$ cat src/design/mipv_pkg.sv
`timescale 1ns / 1ps
// ----------------------------------------------------------------------------
// mipv_pkg: shared types and constants of the Merkle proof verifier
// SHA-256 round constants, initial hash value and controller/datapath links.
// ----------------------------------------------------------------------------
package mipv_pkg;

  localparam int unsigned HashW = 256;
  localparam int unsigned WordW = 64;
  localparam int unsigned InDataW = 448;  // 3*64 bounds + 256 hash, no gap
  localparam int unsigned OutDataW = 256;

  localparam logic CmdBegin = 1'b0;
  localparam logic CmdSibling = 1'b1;

  localparam logic [255:0] HashInit = {
    32'h6a09e667, 32'hbb67ae85, 32'h3c6ef372, 32'ha54ff53a,
    32'h510e527f, 32'h9b05688c, 32'h1f83d9ab, 32'h5be0cd19
  };

  // Second message block: tail of right hash then fixed padding
  // byte 64 = last byte of right, byte 65 = 0x80, length 520 bits.
  function automatic logic [31:0] round_k(input logic [5:0] idx);
    logic [31:0] k;
    case (idx)
      6'd0: k = 32'h428a2f98;  6'd1: k = 32'h71374491;
      6'd2: k = 32'hb5c0fbcf;  6'd3: k = 32'he9b5dba5;
      6'd4: k = 32'h3956c25b;  6'd5: k = 32'h59f111f1;
      6'd6: k = 32'h923f82a4;  6'd7: k = 32'hab1c5ed5;
      6'd8: k = 32'hd807aa98;  6'd9: k = 32'h12835b01;
      6'd10: k = 32'h243185be; 6'd11: k = 32'h550c7dc3;
      6'd12: k = 32'h72be5d74; 6'd13: k = 32'h80deb1fe;
      6'd14: k = 32'h9bdc06a7; 6'd15: k = 32'hc19bf174;
      6'd16: k = 32'he49b69c1; 6'd17: k = 32'hefbe4786;
      6'd18: k = 32'h0fc19dc6; 6'd19: k = 32'h240ca1cc;
      6'd20: k = 32'h2de92c6f; 6'd21: k = 32'h4a7484aa;
      6'd22: k = 32'h5cb0a9dc; 6'd23: k = 32'h76f988da;
      6'd24: k = 32'h983e5152; 6'd25: k = 32'ha831c66d;
      6'd26: k = 32'hb00327c8; 6'd27: k = 32'hbf597fc7;
      6'd28: k = 32'hc6e00bf3; 6'd29: k = 32'hd5a79147;
      6'd30: k = 32'h06ca6351; 6'd31: k = 32'h14292967;
      6'd32: k = 32'h27b70a85; 6'd33: k = 32'h2e1b2138;
      6'd34: k = 32'h4d2c6dfc; 6'd35: k = 32'h53380d13;
      6'd36: k = 32'h650a7354; 6'd37: k = 32'h766a0abb;
      6'd38: k = 32'h81c2c92e; 6'd39: k = 32'h92722c85;
      6'd40: k = 32'ha2bfe8a1; 6'd41: k = 32'ha81a664b;
      6'd42: k = 32'hc24b8b70; 6'd43: k = 32'hc76c51a3;
      6'd44: k = 32'hd192e819; 6'd45: k = 32'hd6990624;
      6'd46: k = 32'hf40e3585; 6'd47: k = 32'h106aa070;
      6'd48: k = 32'h19a4c116; 6'd49: k = 32'h1e376c08;
      6'd50: k = 32'h2748774c; 6'd51: k = 32'h34b0bcb5;
      6'd52: k = 32'h391c0cb3; 6'd53: k = 32'h4ed8aa4a;
      6'd54: k = 32'h5b9cca4f; 6'd55: k = 32'h682e6ff3;
      6'd56: k = 32'h748f82ee; 6'd57: k = 32'h78a5636f;
      6'd58: k = 32'h84c87814; 6'd59: k = 32'h8cc70208;
      6'd60: k = 32'h90befffa; 6'd61: k = 32'ha4506ceb;
      6'd62: k = 32'hbef9a3f7; 6'd63: k = 32'hc67178f2;
      default: k = 32'h0;
    endcase
    return k;
  endfunction

  // Commands from controller to datapath
  typedef struct packed {
    logic load_begin;   // capture leaf, bounds, flags
    logic load_sib;     // capture sibling, decide order
    logic skip_err;     // sibling with no levels left: set error
    logic blk_start;    // load message block into schedule, state from chain
    logic blk_second;   // 0 first block, 1 second block
    logic round_en;     // run one round
    logic blk_finish;   // add working vars into chain
    logic node_done;    // commit chain as running hash, shift positions
    logic proof_end;    // result taken: close the proof
  } mipv_cmd_t;

  typedef struct packed {
    logic error;        // sticky error flag
    logic active;       // proof open
    logic last_zero;    // last_position is zero
  } mipv_stat_t;

endpackage

$ cat src/design/mipv_ctrl.sv
`timescale 1ns / 1ps
// ----------------------------------------------------------------------------
// mipv_ctrl: sequencer of the Merkle proof verifier
// Accepts items, steps two 64-round compressions and hands out results.
// ----------------------------------------------------------------------------
module mipv_ctrl (
  input  logic                  clk_i,
  input  logic                  rst_ni,
  input  logic                  in_valid_i,
  input  logic                  in_cmd_i,
  input  logic                  in_last_i,
  output logic                  in_ready_o,
  output logic                  out_valid_o,
  input  logic                  out_ready_i,
  input  mipv_pkg::mipv_stat_t  stat_i,
  output mipv_pkg::mipv_cmd_t   cmd_o,
  output logic [5:0]            round_o
);

  typedef enum logic [2:0] {
    StIdle, StBlkLoad, StRound, StBlkAdd, StCommit, StOut
  } state_e;

  state_e     state_q, state_d;
  logic [5:0] round_q, round_d;
  logic       second_q, second_d;
  logic       last_q, last_d;
  logic       accept;

  assign in_ready_o  = (state_q == StIdle);
  assign out_valid_o = (state_q == StOut);
  assign accept      = in_valid_i && in_ready_o;
  assign round_o     = round_q;

  // Next state and commands
  always_comb begin
    state_d  = state_q;
    round_d  = round_q;
    second_d = second_q;
    last_d   = last_q;
    cmd_o    = '0;
    cmd_o.blk_second = second_q;
    case (state_q)
      StIdle: begin
        if (accept) begin
          last_d = in_last_i;
          if (in_cmd_i == mipv_pkg::CmdBegin) begin
            cmd_o.load_begin = 1'b1;
            if (in_last_i) state_d = StOut;
          end else if (!stat_i.active) begin
            state_d = StIdle;
          end else if (stat_i.error) begin
            if (in_last_i) state_d = StOut;
          end else if (stat_i.last_zero) begin
            cmd_o.skip_err = 1'b1;
            if (in_last_i) state_d = StOut;
          end else begin
            cmd_o.load_sib = 1'b1;
            second_d = 1'b0;
            state_d  = StBlkLoad;
          end
        end
      end
      StBlkLoad: begin
        cmd_o.blk_start = 1'b1;
        round_d = '0;
        state_d = StRound;
      end
      StRound: begin
        cmd_o.round_en = 1'b1;
        round_d = round_q + 6'd1;
        if (round_q == 6'd63) state_d = StBlkAdd;
      end
      StBlkAdd: begin
        cmd_o.blk_finish = 1'b1;
        if (second_q) begin
          state_d = StCommit;
        end else begin
          second_d = 1'b1;
          state_d  = StBlkLoad;
        end
      end
      StCommit: begin
        cmd_o.node_done = 1'b1;
        state_d = last_q ? StOut : StIdle;
      end
      StOut: begin
        if (out_ready_i) begin
          cmd_o.proof_end = 1'b1;
          state_d = StIdle;
        end
      end
      default: state_d = StIdle;
    endcase
  end

  // Hold state
  always_ff @(posedge clk_i or negedge rst_ni) begin
    if (!rst_ni) begin
      state_q  <= StIdle;
      round_q  <= '0;
      second_q <= 1'b0;
      last_q   <= 1'b0;
    end else begin
      state_q  <= state_d;
      round_q  <= round_d;
      second_q <= second_d;
      last_q   <= last_d;
    end
  end

endmodule

$ cat config.mk
export PLATFORM = sky130hd
export DESIGN_NAME = mipv_ctrl
export DESIGN_NICKNAME = d
export VERILOG_FILES = /design/src/design/mipv_pkg.sv /design/src/design/mipv_ctrl.sv
export SDC_FILE = /design/constraint.sdc
export NUM_CORES = 1
export LEC_CHECK = 0
export CORE_AREA = 8 8 45 47
export DETAILED_ROUTE_END_ITERATION = 10
export DIE_AREA = 0 0 53 55
export DONT_BUFFER_PORTS = 1
export PLACE_DENSITY = 0.67
export SLEW_MARGIN = 20
export SYNTH_ARGS = -nofsm -noshare
export SYNTH_HDL_FRONTEND = slang
export SYNTH_SLANG_ARGS = --single-unit
$ cat constraint.sdc
create_clock -name clk_i -period 1.61 [get_ports clk_i]
set_clock_uncertainty 0.15 [all_clocks]
set_input_delay 0.2415 -clock clk_i [delete_from_list [all_inputs] [get_ports clk_i]]
set_output_delay 0.2415 -clock clk_i [all_outputs]
set_load 0.05 [all_outputs]
Yosys cells after proc, flatten, opt, wreduce, memory -nomap -nowiden

Index checks and enable logic that the tools add are counted.

Multiplexer cells: 32
Equality and inequality tests: 13
$add $sub $neg: 1
Reduce and logical (&&, ||, !) cells: 7

Operator list:

| operator              | count |
|---|---|
| $mux W3               | 12 |
| $pmux W3 S6           | 1 |
| $mux W1               | 14 |
| $pmux W6 S2           | 1 |
| $ne A2 B2 Y1 const B  | 4 |
| $add A6 B1 Y6 const B | 1 |
| $eq A3 B2 Y1 const B  | 2 |
| $eq A3 B3 Y1 const B  | 2 |
| $eq A6 B6 Y1 const B  | 1 |
| $mux W2               | 3 |
| $ne A2 B1 Y1 const B  | 3 |
| $reduce_and A6 Y1     | 1 |
| $reduce_bool A2 Y1    | 2 |
| $eq A3 B1 Y1 const B  | 1 |
| $logic_not A3 Y1      | 1 |
| $reduce_and A3 Y1     | 1 |
| $pmux W1 S2           | 1 |
| $reduce_and A2 Y1     | 1 |
| $logic_and A1 B1 Y1   | 1 |

Bits of input ports: 9
Output and inout port bits: 17
Word-level logic and storage cells: 57
Register bits after elaboration: 11

Logic depth before layout (Yosys ltp)

Depth in word-level cells: 7
Depth in mapped cells: 6
Mapped depth without buffers: 5

Worst setup path after synthesis

No wires, ideal clock.

Path type: register -> output
Start: register state_q[2]
End: output port cmd_o[6] (netlist bit)
Buffers on the path: 1
Cell stages (with the launch flop): 5
Arrival time: 3235 ps
Setup slack: -2016 ps
Data required time: 1219 ps
Cell sequence: dfrtp_1 > clkbuf_2 > nor3_1 > nand4_1 > nor3b_1

RTL lines:

| item                     | line             | RTL |
|---|---|---|
| start: declaration       | mipv_ctrl.sv:24  | `state_e state_q, state_d;` |
| start signal: assignment | mipv_ctrl.sv:100 | `state_q <= StIdle;` |
| start signal: assignment | mipv_ctrl.sv:105 | `state_q <= state_d;` |
| end: declaration         | mipv_ctrl.sv:16  | `output mipv_pkg::mipv_cmd_t cmd_o,` |

==> run_results.csv <==
group,metric,value,unit
setup_path,critical_path_class,"reg -> out",
timing,grt_setup_unrepaired,"yes",
logic_synthesis,synth_top_family_by_area,"simple AND/OR/NAND/NOR gates",
setup_path,timing.critical_path.fanout_max,3,
grt,global_route_total_usage_across_every_layer,15.5,%
timing,timing.final.crit_share,126,%
detailed_routing,vias_per_cell,5.62,
die,fp.dieW,53,um
cts,cts_num_sinks,11,
detailed_routing,average_wire_per_standard_cell,18.5,um
cells_and_area,n_antenna_cell,0,
placed_design,placer_s_final_routability_congestion_estimate,0.864,
setup_path,crit_path_end_kind,"output port",
flow_run,cap_violations,0,
detailed_routing,drt-pass1-iter-count,4,
logic_synthesis,postSynthRegisterBits,11,
logic_synthesis,mux_share_of_post_synthesis_cell_area,1.72,%
logic_synthesis,post_synth_top_cells,"sky130_fd_sc_hd__dfrtp_1 (11), sky130_fd_sc_hd__nand2_1 (10), sky130_fd_sc_hd__inv_1 (6), sky130_fd_sc_hd__o21ai_0 (6)",
detailed_routing,via_count,714,
logic_synthesis,mappedNetlistArea,654,um^2
logic_synthesis,synthDominantAreaCellType,"sky130_fd_sc_hd__dfrtp_1",
placed_design,io_buffer_count,0,
setup_path,critical_path.cell_chain,"nor3_4 > nand4_1 > nor3b_4 > buf_12",
cts,clock_tree.buffer_depth,2,
cts,cts_tree,"yes",
cells_and_area,layout.filler_cells,79,
grt,first_global_vias,726,
hold_path,hold_path_depth,2,
timing,max-slew-margin-rel,67.0,%
logic_synthesis,synth-edff-count,0,
grt,grt_remaining_overflow,0,
logic_synthesis,yosys.area_share.adder,1.91,%
timing,timing.final.max_slew_violations,0,
timing,final_period_minus_worst_setup_slack,2030,ps
timing,finalHoldViolations,0,
setup_path,rr_startpoint,"state_q[1]",
hold_path,hold_path.startpoint,"in_valid_i",
setup_path,worst-path-buf-inv,1,
logic_synthesis,syn_nets,86,
hold_path,timing.hold.worst_endpoint,"last_q",
timing,setup_viol,20,
detailed_routing,detailed_route_wire_length,2.35,mm
logic_synthesis,synth.distinct_cells,32,
detailed_routing,drc,0,
cts,htree_levels,1,
cells_and_area,final_cell_count_no_fill,127,
cts,cts_root_buffer,"sky130_fd_sc_hd__clkbuf_4",
placed_design,dp.cells,112,
grt,pin_count_of_the_biggest_net_entering_global_routing,12,
grt,grt_antenna_before_repair,0,
setup_path,cp_top_family,"simple AND/OR/NAND/NOR gates",
die,initial_utilization,47.3,%
setup_path,cpMaxStageDelayCell,"sky130_fd_sc_hd__dfrtp_2",
logic_synthesis,syn_inst,76,
setup_path,timing.reg2reg.worst_path_depth,8,
logic_synthesis,synth-seq-area-share,42.1,%
logic_synthesis,synth.most_common_cell,"sky130_fd_sc_hd__dfrtp_1",
logic_synthesis,post_synth_xor_xnor_area,2.68,%
setup_path,critPathArrivalTime,1640,ps
die,die_h,55,um
setup_path,startpoint,"state_q[1]",
grt,grt_first_pass_wirelength,3.37,mm
setup_path,timing.critical_path.depth,4,
logic_synthesis,synth-async-reset-ratio,100,%
cts,clock_insertion_delay_worst_skew,270,ps
logic_synthesis,synth_top_cells_by_area,"sky130_fd_sc_hd__dfrtp_1 (42%), sky130_fd_sc_hd__nand2_1 (5.7%), sky130_fd_sc_hd__o21ai_0 (4.6%)",
setup_path,delay_of_the_slowest_cell_on_the_worst_path,440,ps
setup_path,required,1220,ps
logic_synthesis,synth_compound_area_share,17.8,%
cells_and_area,layout.nets,122,
detailed_routing,detailedRoute.firstIterationViolations,16,
cells_and_area,final_design_area_no_fill,1180,um^2
pwr,leakage,0.524,nW
timing,worst_pin_slew,493,ps
placed_design,placedInstanceArea,975,um^2
cells_and_area,layout-drive-gt1-share,53.2,%
pwr,power_per_cell_area,1900,nW/um^2
detailed_routing,ant_nets,0,
cells_and_area,flow.area_growth_from_synthesis,79.7,%
timing,setup_ws,-420,ps
logic_synthesis,yosys_most_used_dff,"sky130_fd_sc_hd__dfrtp_1",
cts,clk_pin_slew,70,ps
setup_path,crit_path_start_kind,"flip-flop",
timing,fmaxAchievable,493,MHz
cts,tritoncts_buffers,3,
placed_design,place.detailed.hpwl,1.45,mm
pwr,worst_ir_drop_vdd,0.00139,V
logic_synthesis,synthSimpleGateAreaFrac,26.8,%
logic_synthesis,ys.warnings.count,0,
setup_path,worst-r2r-setup-slack,-340,ps
logic_synthesis,syn_avg_cell_area,8.61,um^2
hold_path,hold_path.class,"in -> reg",
die,placement_rows,14,
logic_synthesis,synth_top_area_share,42.1,%
run_status,outcome,"complete, but fails checks",
die,dieArea,2920,um^2
die,i_o_pins,26,
setup_path,r2r-end,"round_o[5]",
die,fp.coreArea,1380,um^2
run_status,violations,"negative setup slack",
worst register-to-register path, stage by stage (launching register included):
cell	delay [ps]
sky130_fd_sc_hd__dfrtp_2	400
sky130_fd_sc_hd__buf_4	130
sky130_fd_sc_hd__buf_6	80
sky130_fd_sc_hd__buf_6	80
sky130_fd_sc_hd__or3b_4	400
sky130_fd_sc_hd__buf_6	130
sky130_fd_sc_hd__or3_4	330
sky130_fd_sc_hd__nand3_2	70
sky130_fd_sc_hd__o21ai_1	50
report_power, final:
part	internal, mW	total [mW]	switching, mW
sequential	0.366	0.451	0.0845
clock	0.0961	0.187	0.0910
combinational	0.709	1.60	0.890
total	1.17	2.24	1.07
final cells by class:
type	instances	area (um^2)	share of cell area, %
clock buffer	4	26.3	2.23
inverter	6	30.0	2.55
timing repair buffer	35	379	32.2
multi-input combinational	55	443	37.7
sequential	11	278	23.6
tap	16	20.0	1.70
kinds of logic after synthesis:
logic type      after synthesis
compound gates               18
xor+xnor                      2
fa+ha+maj                     1
flops                        11
buf+inv                      10
mux                           1
simple gates                 33
through the flow:
stage               utilization [%]  setup TNS (ps)  hold WS, ps  setup WS, ps  power [mW]
floorplan                         -           -2930         -204          -632        1.27
global placement               70.4            -142         -204         -81.0        1.69
detailed placement             70.4            -291         -204          -114        1.71
CTS                            82.0           -3100         57.0          -344        2.12
global route                   85.0           -5620         77.8          -504        2.32
finish                         85.0           -4800         76.5          -420        2.24
cells in the final DEF, fill, tap and decap left out, types with 3 or more instances in the layout:
cell type                        n
sky130_fd_sc_hd__buf_6           5
sky130_fd_sc_hd__dlygate4sd3_1   3
sky130_fd_sc_hd__buf_4          19
sky130_fd_sc_hd__clkbuf_4        3
sky130_fd_sc_hd__buf_12          6
sky130_fd_sc_hd__inv_1           3
sky130_fd_sc_hd__nand3_1         3
sky130_fd_sc_hd__dfrtp_1         9
sky130_fd_sc_hd__nand2_1         8
sky130_fd_sc_hd__o21ai_1         6
sky130_fd_sc_hd__and2_4          3
how the worst max path moves through the flow:
stage / endpoint / slack [ps]
final: cmd_o[6] / -420
after global routing: cmd_o[7] / -500
after CTS: cmd_o[6] / -340
after detailed placement: cmd_o[6] / -110
after global placement: cmd_o[6] / -80
after floorplan: cmd_o[6] / -630
state kept, by name, summed over array words and instances (netlist names):
signal    cells
round_o       6
state_q       3
second_q      1
last_q        1
timing repair:
action | 4_1_cts | 5_1_grt
setup endpoints to repair | 11 | 20
resized for setup | 13 | 10
pin swaps | 11 | 4
buffers inserted | 8 | 3
endpoints found under the hold margin | 14 | 0
hold buffers | 3 | 0
metal layers:
metal | GRT usage, % | part of all wire, % | vias to the layer above | wire length (um)
met4 | 8.19 | 3.1 | 0 | 72
met2 | 30.3 | 53 | 33 | 1240
met3 | 2.67 | 6.7 | 9 | 158
li1 | - | - | 338 | -
met5 | 0 | 0 | - | 0
met1 | 15.2 | 37 | 334 | 877
(Power assumes the default switching activity.)
